**config.mk**
```make
export PLATFORM = sky130hd
export DESIGN_NAME = ceb_res_fifo
export DESIGN_NICKNAME = d
export VERILOG_FILES = /design/src/rtl/assert_macros.svh /design/src/rtl/ceb_pkg.sv /design/src/rtl/ceb_res_fifo.sv
export SDC_FILE = /design/constraint.sdc
export NUM_CORES = 1
export LEC_CHECK = 0
export BUFFER_PORTS_ARGS = -buffer_cell sky130_fd_sc_hd__clkbuf_2
export CAP_MARGIN = 20
export CORE_AREA = 2 2 181 183
export CTS_CLUSTER_SIZE = 30
export DETAILED_ROUTE_END_ITERATION = 7
export DIE_AREA = 0 0 183 185
export REMOVE_ABC_BUFFERS = 1
export SKIP_LAST_GASP = 1
export SLEW_MARGIN = 30
export SYNTH_ARGS = -nofsm -noshare
export SYNTH_HDL_FRONTEND = slang
export SYNTH_SLANG_ARGS = --single-unit
```
**constraint.sdc**
```tcl
create_clock -name clk_i -period 3.45 [get_ports clk_i]
set_clock_uncertainty 0.1 [all_clocks]
set_input_delay 0.345 -clock clk_i [delete_from_list [all_inputs] [get_ports clk_i]]
set_output_delay 0.345 -clock clk_i [all_outputs]
set_load 0.005 [all_outputs]
```
**src/rtl/assert_macros.svh**
```systemverilog
// Assertion helpers, clocked on clk_i and quiet while rst_ni is low.
`ifndef ASSERT_MACROS_SVH
`define ASSERT_MACROS_SVH

// Check in the same cycle that the antecedent holds.
`define ASSERT_SAME(label, ante, cons, msg) \
  label: assert property (@(posedge clk_i) disable iff (!rst_ni) (ante) |-> (cons)) \
    else $error(msg);

// Check in the cycle after the antecedent holds.
`define ASSERT_NEXT(label, ante, cons, msg) \
  label: assert property (@(posedge clk_i) disable iff (!rst_ni) (ante) |=> (cons)) \
    else $error(msg);

`endif

```
**src/rtl/ceb_pkg.sv**
```systemverilog
package ceb_pkg;

  localparam int unsigned ID_W   = 16;  // particle id
  localparam int unsigned IDX_W  = 20;  // collision index on the ports
  localparam int unsigned CNT_W  = 13;  // particle_count register
  localparam int unsigned LIM_W  = 17;  // holds any id, count or particle limit

  localparam int unsigned DEF_MAX_PARTICLES  = 4096;
  localparam int unsigned DEF_MAX_COLLISIONS = 1048576;

  localparam logic [CNT_W-1:0] PC_RESET = 13'd4096;

  // result queue entries, also the bound on words in flight
  localparam int unsigned RES_DEPTH = 4;

  typedef struct packed {
    logic [IDX_W-1:0] this_index;
    logic             prior_a_valid;
    logic [IDX_W-1:0] prior_a;
    logic             prior_b_valid;
    logic [IDX_W-1:0] prior_b;
    logic             full_res;
  } res_t;

endpackage

```
**src/rtl/ceb_res_fifo.sv**
```systemverilog
module ceb_res_fifo #(
  parameter int unsigned DEPTH = ceb_pkg::RES_DEPTH
) (
  input  logic          clk_i,
  input  logic          rst_ni,
  input  logic          push_i,
  input  ceb_pkg::res_t data_i,
  output logic          valid_o,
  input  logic          ready_i,
  output ceb_pkg::res_t data_o
);

  localparam int unsigned PTR_W = $clog2(DEPTH);
  localparam int unsigned CNT_W = $clog2(DEPTH + 1);

  ceb_pkg::res_t    mem_q [DEPTH];
  logic [PTR_W-1:0] wr_ptr_q, wr_ptr_d;
  logic [PTR_W-1:0] rd_ptr_q, rd_ptr_d;
  logic [CNT_W-1:0] cnt_q, cnt_d;
  logic             pop;

  assign valid_o = (cnt_q != '0);
  assign pop     = valid_o && ready_i;
  assign data_o  = mem_q[rd_ptr_q];

  always_comb begin
    wr_ptr_d = wr_ptr_q;
    rd_ptr_d = rd_ptr_q;
    cnt_d    = cnt_q;
    if (push_i) begin
      wr_ptr_d = (wr_ptr_q == PTR_W'(DEPTH - 1)) ? '0 : wr_ptr_q + PTR_W'(1);
    end
    if (pop) begin
      rd_ptr_d = (rd_ptr_q == PTR_W'(DEPTH - 1)) ? '0 : rd_ptr_q + PTR_W'(1);
    end
    if (push_i && !pop) begin
      cnt_d = cnt_q + CNT_W'(1);
    end else if (pop && !push_i) begin
      cnt_d = cnt_q - CNT_W'(1);
    end
  end

  always_ff @(posedge clk_i or negedge rst_ni) begin
    if (!rst_ni) begin
      wr_ptr_q <= '0;
      rd_ptr_q <= '0;
      cnt_q    <= '0;
    end else begin
      wr_ptr_q <= wr_ptr_d;
      rd_ptr_q <= rd_ptr_d;
      cnt_q    <= cnt_d;
    end
  end

  always_ff @(posedge clk_i) begin
    if (push_i) begin
      mem_q[wr_ptr_q] <= data_i;
    end
  end

endmodule

```
* Word level (Yosys, flattened, before mapping)
Memory sizes are Yosys's and may differ from the RTL's. Cells that the tools add are included. W data, S select, Z words.
Cells by class: muxes and demuxes 6, equal/unequal tests 2, $add $sub $neg 4, reductions and logical operators 7
Operator list (count):
- $mux W3 | 2
- $add A2 B1 Y2 const B | 2
- $eq A2 B2 Y1 const B | 2
- $mux W2 | 2
- $add A3 B1 Y3 const B | 1
- $logic_and A1 B1 Y1 | 3
- $reduce_bool A3 Y1 | 1
- $sub A3 B1 Y3 const B | 1
- $logic_not A1 Y1 | 2
- $mux W1 | 2
- $reduce_bool A2 Y1 | 1
Word-level totals: output and inout bits 64, input bits 67, logic and storage cells 23, bits in writable memories 252, register bits after elaboration 7, memories kept 1
Memory list:
- mem_q | depth 4, width 63, rd ports 1, clocked after Yosys merged registers in 0, write ports 1, line ceb_res_fifo.sv:16 | ceb_pkg::res_t mem_q [DEPTH];

* Longest topological paths before layout
Gate-level depths: netlist (run 1).
depth after elaboration 5, gate-level depth with buffers 8, depth with buffers taken out 8

* Worst setup path before layout (run 1)
Ideal clock, no wire load.
path kind flip-flop to flip-flop, start register wr_ptr_q[0], end memory mem_q[0][0] (netlist bit) (enable), path slack 0.816 ns, required time 2.923 ns, path buffers 0, data arrival time 2.106 ns, cell stages (with the launch flop) 4, period minus slack after synthesis 2.634 ns, library setup time 0.427 ns, cell sequence dfrtp_1 inv_1 ha_1 and2_1
RTL lines:
- start, declared | line ceb_res_fifo.sv:17 | logic [PTR_W-1:0] wr_ptr_q, wr_ptr_d;
- start signal, assigned | line ceb_res_fifo.sv:49 | wr_ptr_q <= wr_ptr_d;
- end, declared | line ceb_res_fifo.sv:16
Straight into the memory's write port.

==> summary.txt, run 1 <==
Final setup margin: 645 ps
Maximum number of pins on one net before global-route repair: 66
Hold slack: 49.9 ps
Post-route DRC violation count: 0
Leak: 4.20 nW
Clock Pin Slew Worst Setup and Hold Paths: 60 ps
Critical Path End Type: output pin
Seq/Total Area, Yosys: 0.815
Max Cap Viol: 0
Most frequent cells in the layout: 252 x edfxtp_1, 130 x clkbuf_2, 64 x dlygate4sd3_1
I/O Pins: 131
Synth cell types: 17
Post-synthesis adder-cell area fraction: 0.0100
Placed Area: 0.0107 mm2
Status: finished, final reports clean
Post-Syn Instances: 365
Final Hold Vio Count: 0
Worst path arrival time: 2360 ps
Fin cells: 1009
DR pass1 iterations: 7
Worst hold path type: primary input to flip-flop
Inst Count DP: 895
Fill cells: 2899
Max Freq: 0.356 GHz
Number of global-route vias before repair: 4868
Core Box Area: 0.0320 mm2
Clk buf depth: 3
Critical path class: flip-flop to output pin
Vias: 4517
Slew margin rel.: 0.615
Synthesized area: 0.00950 mm2
DP Worst Slack: 1110 ps
Minimum clock period: 2810 ps
Grt ovf: 0
Compound-gate portion of the synthesized area: 0.00105
Endpoints failing setup: 0
Die W: 183 um
Syn_area_per_cell: 26.0 um2
Post-synthesis mux area share: 0.153
CTS buffer count: 27
Initial antenna violation count: 1
Chip Height: 185 um
Routed wire length: 18600 um
Initial DRC count: 190
Clock Latency Late Sink: 520 ps
CTS tree: done
Startpoint Class: flip-flop
Die Area: 0.0339 mm2
Crit Path Max Fanout: 24
RePlAce Congestion: 0.648
# rows: 66
Wire per inst: 18.4 um
Worst slew pin tran: 578 ps
Simple-gate portion of the synthesized area: 0.00566
Fin crit share: 0.813
DP Wirelength: 11000 um
# clock sinks: 259
Initial core utilization: 0.297
Number of synthesized register bits: 259
I/O Buffers: 130
Commonest non-fill, non-tap cell in the layout: edfxtp_1
Total GRT Usage: 0.110
Post-DRT Antenna Nets: 0
RSZ-0062 raised after global routing: no
Main combinational cell family by area after synthesis: multiplexers
Root Buffer: clkbuf_16
H-tree levels: 1
Worst Path Required: 3000 ps
Power per standard cell area: 783 mW/mm2
Nets: 655
Final Max Slew Viols: 0
Final Cell Area: 0.0122 mm2
First-pass GRT wire length: 28300 um
Synth-to-layout area growth: 28.6%
VDD IR max: 0.423 mV
Synthesis warning total: 0
Post-synthesis xor/xnor area fraction: 0.00277
Share of layout cells above drive strength 1: 0.412
Post-DR vias/cell: 4.48
==> registers in the layout, summed over array words and instances, names as in the netlist <==
name and cells:
mem_q 252, rd_ptr_q 2, wr_ptr_q 2, cnt_q 3
==> Yosys cell counts <==
cell type  count  area, um2
or3_1          1       6.26
o21ai_0        2       10.0
buf_2          7       35.0
nor2_1         3       11.3
buf_6          6       67.6
nand2_1        3       11.3
fa_1           1       20.0
mux4_2        63       1420
mux2_2         3       33.8
xnor2_1        1       8.76
ha_1           6       75.1
xor2_1         2       17.5
dfrtp_1        7        175
and2_1         4       25.0
inv_1          3       11.3
buf_4          1       7.51
edfxtp_1     252       7570
==> final timing paths <==
check / start / end / slack, ps / cells after the start
worst max register to register: cnt_q[0]$_DFFE_PN0P_ / cnt_q[2]$_DFFE_PN0P_ / 1170 / 8
min in group asynchronous: rst_ni / cnt_q[1]$_DFFE_PN0P_ / 90 / 2
worst min register to register: cnt_q[2]$_DFFE_PN0P_ / cnt_q[2]$_DFFE_PN0P_ / 370 / 1
max in group asynchronous: rst_ni / rd_ptr_q[0]$_DFFE_PN0P_ / 2970 / 2
worst max-delay path: rd_ptr_q[0]$_DFFE_PN0P_ / data_o[3] / 640 / 3
worst min-delay path: push_i / wr_ptr_q[0]$_DFFE_PN0P_ / 50 / 2
==> per-stage QoR <==
step	utilization	total power [mW]	setup TNS [ps]
floorplan	-	5.78	-14030
global placement	0.331	6.69	0
detailed placement	0.333	6.82	0
CTS	0.381	9.74	0
global route	0.381	10.1	0
finish	0.381	9.58	0
==> cell type report <==
cell class,count,area [um2],share of cell area
Sequential cell,259,7750,0.634
Multi-Input combinational cell,89,1650,0.135
Timing Repair Buffer,201,1420,0.116
Clock buffer,29,683,0.0559
Tap cell,408,510,0.0418
Clock inverter,19,198,0.0162
Inverter,3,11.3,0.000921
Antenna cell,1,2.50,0.000205
==> critical path, stage by stage (launching register included) <==
cell and delay, ps:
dfrtp_4 740, buf_4 400, mux4_2 560, clkbuf_2 130
==> logic make-up (layout without fill, tap and decap cells) <==
logic type	after synthesis	after routing
mux	66	66
flops	259	259
fa+ha+maj	7	7
compound gates	2	2
xor+xnor	3	3
simple gates	11	11
buf+inv	17	252
other cells	0	1
==> routing by layer <==
layer,track usage,vias to the layer above,share of wire
met1,0.142,2344,0.43
li1,-,2004,-
met5,0,-,0
met3,0.0236,33,0.057
met4,0.0314,0,0.021
met2,0.186,136,0.50
==> where the power goes <==
group	internal (mW)	total [mW]	switching, mW
clock network	1.72	2.84	1.12
logic	1.28	2.40	1.12
registers	4.04	4.33	0.293
==> what timing repair did <==
item / in CTS / in global routing
hold endpoints to repair: 259 / 0
buffers inserted: 0 / 0
hold buffers: 64 / 0
gates resized for setup: 0 / 0
(Power assumes the default switching activity.)
==> run 2: changes to the inputs <==
Clock period 3.45 ns to 2.4 ns, I/O delays scaled along.
==> run 2 against run 1 <==
- non-clock buffer count rose by 9
- register-to-register slack got worse by 1000 ps
- critical path type unchanged
- largest power group unchanged
- wire length rose by 2.2%
- flip-flop and latch count did not move
- largest cell class unchanged
==> summary.txt, run 2 (synthesized netlist as in run 1, its figures left out) <==
Status: finished, final reports clean
Placed Area: 0.0108 mm2
Hold Path End: mem_q[3][20]$_DFFE_PP_
First-pass GRT wire length: 28400 um
RePlAce Congestion: 0.706
Worst hold path startpoint: data_i[20]
Wire per inst: 18.6 um
Most frequent cells in the layout: 252 x edfxtp_1, 130 x clkbuf_2, 67 x dlygate4sd3_1
Worst path arrival time: 2030 ps
DP Worst Slack: 118 ps
Post-DR vias/cell: 4.42
Met3 wire length: 837 um
Worst reg2reg path depth: 8
Critical Path End Type: output pin
Initial core utilization: 0.297
Final setup margin: 30.2 ps
Reg with most FFs: mem_q
Core Box Area: 0.0320 mm2
Initial DRC count: 304
Worst slew pin tran: 417 ps
Total power: 14.2 mW
Fill cells: 2879
CTS tree: done
Die Area: 0.0339 mm2
Share of layout cells above drive strength 1: 0.421
I/O Buffers: 130
Inst Count DP: 902
Critical path class: flip-flop to output pin
Power per standard cell area: 1150 mW/mm2
Routed wire length: 19000 um
Worst Path Required: 2060 ps
CTS buffer count: 29
H-tree levels: 1
Synth-to-layout area growth: 30.8%
I/O Pins: 131
Vias: 4513
Number of global-route vias before repair: 5093
Postcts setup bufs: 0
# diodes: 0
VDD IR max: 0.892 mV
Routed length on met1: 7680 um
Worst hold path type: primary input to flip-flop
Post-route DRC violation count: 0
Fin cells: 1021
WL met2: 9900 um
Total GRT Usage: 0.111
Fin crit share: 0.987
FF-to-FF Start: cnt_q[0]$_DFFE_PN0P_
Startpoint Class: flip-flop
Max Cap Viol: 0
Clk buf depth: 3
# clock sinks: 259
Minimum clock period: 2370 ps
Clock Latency Late Sink: 530 ps
Final Hold Vio Count: 0
R2R Setup Slk: 160 ps
Slew margin rel.: 0.722
Max reg flops: 252
Final Max Slew Viols: 0
Nets: 666
Hold slack: 366 ps
Max Freq: 0.422 GHz
Crit Path Max Fanout: 44
Clock Pin Slew Worst Setup and Hold Paths: 60 ps
Die W: 183 um
Chip Height: 185 um
# rows: 66
Maximum number of pins on one net before global-route repair: 45
Initial antenna violation count: 0
RSZ-0062 raised after global routing: yes
Reg2reg end: cnt_q[2]$_DFFE_PN0P_
Uppermost layer routed: met4
Grt ovf: 0
Regs by FF count: mem_q: 252 flops, cnt_q: 3 flops
Endpoints failing setup: 0
DR pass1 iterations: 4
Root Buffer: clkbuf_16
Final Cell Area: 0.0124 mm2
Commonest non-fill, non-tap cell in the layout: edfxtp_1
Leak: 4.31 nW
DP Wirelength: 11400 um
Hold path depth: 2
Post-DRT Antenna Nets: 0
-- run 2: cell type report --
class	count	area, um2	area share
Sequential cell	259	7750	0.624
Multi-Input combinational cell	89	1650	0.133
Timing Repair Buffer	210	1540	0.124
Clock buffer	32	737	0.0593
Tap cell	408	510	0.0411
Clock inverter	20	221	0.0178
Inverter	3	11.3	0.000906
-- run 2: repair_timing --
action,4_1_cts,5_1_grt
cloned,0,0
setup endpoints to repair,57,55
endpoints found under the hold margin,262,0
gates resized for setup,2,2
hold buffers,67,0
-- run 2: routing by layer --
metal,up-vias,track usage
met5,-,0
li1,2025,-
met4,0,0.0349
met1,2333,0.133
met2,117,0.199
met3,38,0.0238
-- run 2: how the worst max path moves through the flow --
stage | start | end | slack, ps | depth (start not counted)
floorplan | rd_ptr_q[0]$_DFFE_PN0P_ | data_o[0] | -1170 | 1
global placement | cnt_q[0]$_DFFE_PN0P_ | cnt_q[2]$_DFFE_PN0P_ | 230 | 8
detailed placement | cnt_q[0]$_DFFE_PN0P_ | cnt_q[2]$_DFFE_PN0P_ | 120 | 8
CTS | rd_ptr_q[0]$_DFFE_PN0P_ | data_o[13] | -30 | 3
global route | rd_ptr_q[0]$_DFFE_PN0P_ | data_o[8] | -70 | 3
finish | rd_ptr_q[0]$_DFFE_PN0P_ | data_o[8] | 30 | 3
-- run 2: metrics by stage --
| step | setup TNS, ps | util |
|---|---|---|
| finish | 0 | 0.388 |
| global route | -2030 | 0.388 |
| floorplan | -127480 | - |
| detailed placement | 0 | 0.336 |
| global placement | 0 | 0.336 |
| CTS | -433 | 0.388 |
-- run 2: critical path, cell delays in order, from the launching register on --
cell      delay, ps
dfrtp_4         440
buf_16          310
mux4_2          560
clkbuf_2        130
-- run 2: power breakdown --
group | leakage [nW] | internal (mW) | total (mW) | switching (mW)
clock | 0.468 | 2.73 | 4.42 | 1.69
sequential | 2.40 | 5.81 | 6.09 | 0.286
combinational | 1.44 | 1.95 | 3.72 | 1.77
==> run 3: changes to the inputs <==
Settings changed: CORE_AREA 2 2 181 183 to 2 2 158 160, DIE_AREA 0 0 183 185 to 0 0 160 162.
==> run 3 against run 2 <==
- non-clock buffer count increased by 1
- setup slack improved by 46 ps
- sequential power about the same
- cell count decreased by 8.6%
- first-iteration DRC count decreased by 8.9%
- critical path depth unchanged
- power decreased by 1.9%
- die area decreased by 23%
- worst hold slack got worse by 310 ps
- wire length decreased by 4.0%
- clock power decreased by 7.9%
- global-route usage increased by 3.1 points
- largest cell class unchanged
- largest power group unchanged
==> summary.txt, run 3 (synthesized netlist as in run 1, its figures left out) <==
Status: finished, final reports clean
Critical path class: flip-flop to output pin
Synth-to-layout area growth: 29.0%
RSZ-0062 raised after global routing: yes
CTS tree: done
Worst Path Required: 2060 ps
DP Worst Slack: 166 ps
Die Area: 0.0259 mm2
Nets: 664
Hold path depth: 3
Critical Path End Type: output pin
Slew margin rel.: 0.752
# rows: 57
Number of global-route vias before repair: 4977
Max Freq: 0.430 GHz
Startpoint Class: flip-flop
Clock Latency Late Sink: 510 ps
Post-DRT Antenna Nets: 0
I/O Pins: 131
VDD IR max: 0.561 mV
Routed wire length: 18200 um
H-tree levels: 1
RePlAce Congestion: 0.673
Fill cells: 1975
Worst reg2reg path depth: 8
Inst Count DP: 818
Initial DRC count: 277
First-pass GRT wire length: 28200 um
DP Wirelength: 10400 um
Chip Height: 162 um
I/O Buffers: 130
Total GRT Usage: 0.142
DR pass1 iterations: 4
Maximum number of pins on one net before global-route repair: 41
Final Max Slew Viols: 0
Final setup margin: 76.2 ps
Leak: 4.28 nW
Worst slew pin tran: 372 ps
Initial antenna violation count: 1
Endpoints failing setup: 0
Crit Path Max Fanout: 27
Root Buffer: clkbuf_16
Post-DR vias/cell: 4.81
Commonest non-fill, non-tap cell in the layout: edfxtp_1
Reg with most FFs: mem_q
# clock sinks: 259
Max Cap Viol: 0
Minimum clock period: 2320 ps
Initial core utilization: 0.394
Post-route DRC violation count: 0
Worst hold path type: primary input to flip-flop
Clk buf depth: 3
Fin crit share: 0.968
Setup tns final: 0 ps
Regs by FF count: mem_q: 252 flops, cnt_q: 3 flops
Die W: 160 um
Fin cells: 933
Max reg flops: 252
Grt ovf: 0
Most frequent cells in the layout: 252 x edfxtp_1, 130 x clkbuf_2, 66 x dlygate4sd3_1
Vias: 4485
Worst path arrival time: 1980 ps
Share of layout cells above drive strength 1: 0.421
Core Box Area: 0.0241 mm2
CTS buffer count: 26
Clock Pin Slew Worst Setup and Hold Paths: 60 ps
Wire per inst: 19.5 um
Power per standard cell area: 1140 mW/mm2
Final Hold Vio Count: 0
run 3: area by class of cell:
| type | count | area (um2) | share of cell area |
|---|---|---|---|
| inverters | 3 | 11.3 | 0.000919 |
| multi-input cells | 89 | 1650 | 0.135 |
| flip-flops and latches | 259 | 7750 | 0.632 |
| clock inverters | 14 | 170 | 0.0139 |
| clock buffers | 32 | 694 | 0.0567 |
| well taps | 324 | 405 | 0.0331 |
| diodes | 1 | 2.50 | 0.000204 |
| repair buffers | 211 | 1570 | 0.128 |
run 3: where the power goes:
group	switching (mW)	internal [mW]
Sequential	0.270	5.81
Combinational	1.81	2.00
Clock	1.59	2.47
run 3: routing by layer:
| layer | vias to the layer above | share of wire | global-route usage | wire [um] |
|---|---|---|---|---|
| met5 | - | 0 | 0 | 0 |
| met4 | 0 | 0.017 | 0.0373 | 316 |
| met3 | 24 | 0.054 | 0.0322 | 992 |
| met2 | 112 | 0.50 | 0.249 | 9170 |
| met1 | 2335 | 0.42 | 0.180 | 7740 |
| li1 | 2014 | - | - | - |
run 3: per-stage QoR:
| step | utilization | cell area (um2) | total power [mW] | hold WS [ps] |
|---|---|---|---|---|
| detailed placement | 0.443 | 10700 | 9.91 | -6.85 |
| global placement | 0.443 | 10700 | 9.82 | -13.4 |
| global route | 0.508 | 12300 | 14.7 | 44.8 |
| CTS | 0.507 | 12200 | 14.2 | 19.7 |
| finish | 0.508 | 12300 | 14.0 | 55.6 |
| floorplan | - | 9390 | 8.31 | -156 |
run 3: timing repair:
action / 4_1_cts / 5_1_grt
cloned: 0 / 1
hold buffers: 66 / 0
setup endpoints to repair: 22 / 32
setup buffers: 1 / 0
resized for setup: 1 / 1
hold endpoints to repair: 261 / 0
run 3: path summary, 6_finish.rpt:
path / end / startpoint / slack (ps)
min in group asynchronous: cnt_q[1]$_DFFE_PN0P_ / rst_ni / 640
worst max register to register: cnt_q[2]$_DFFE_PN0P_ / cnt_q[0]$_DFFE_PN0P_ / 150
worst max-delay path: data_o[15] / rd_ptr_q[0]$_DFFE_PN0P_ / 80
max in group asynchronous: rd_ptr_q[0]$_DFFE_PN0P_ / rst_ni / 1280
worst min register to register: cnt_q[2]$_DFFE_PN0P_ / cnt_q[2]$_DFFE_PN0P_ / 360
worst min-delay path: rd_ptr_q[1]$_DFFE_PN0P_ / ready_i / 60
run 3: critical path: stages, from the launching register on:
cell and delay [ps]:
dfrtp_4 490, buf_12 240, mux4_2 570, clkbuf_2 130
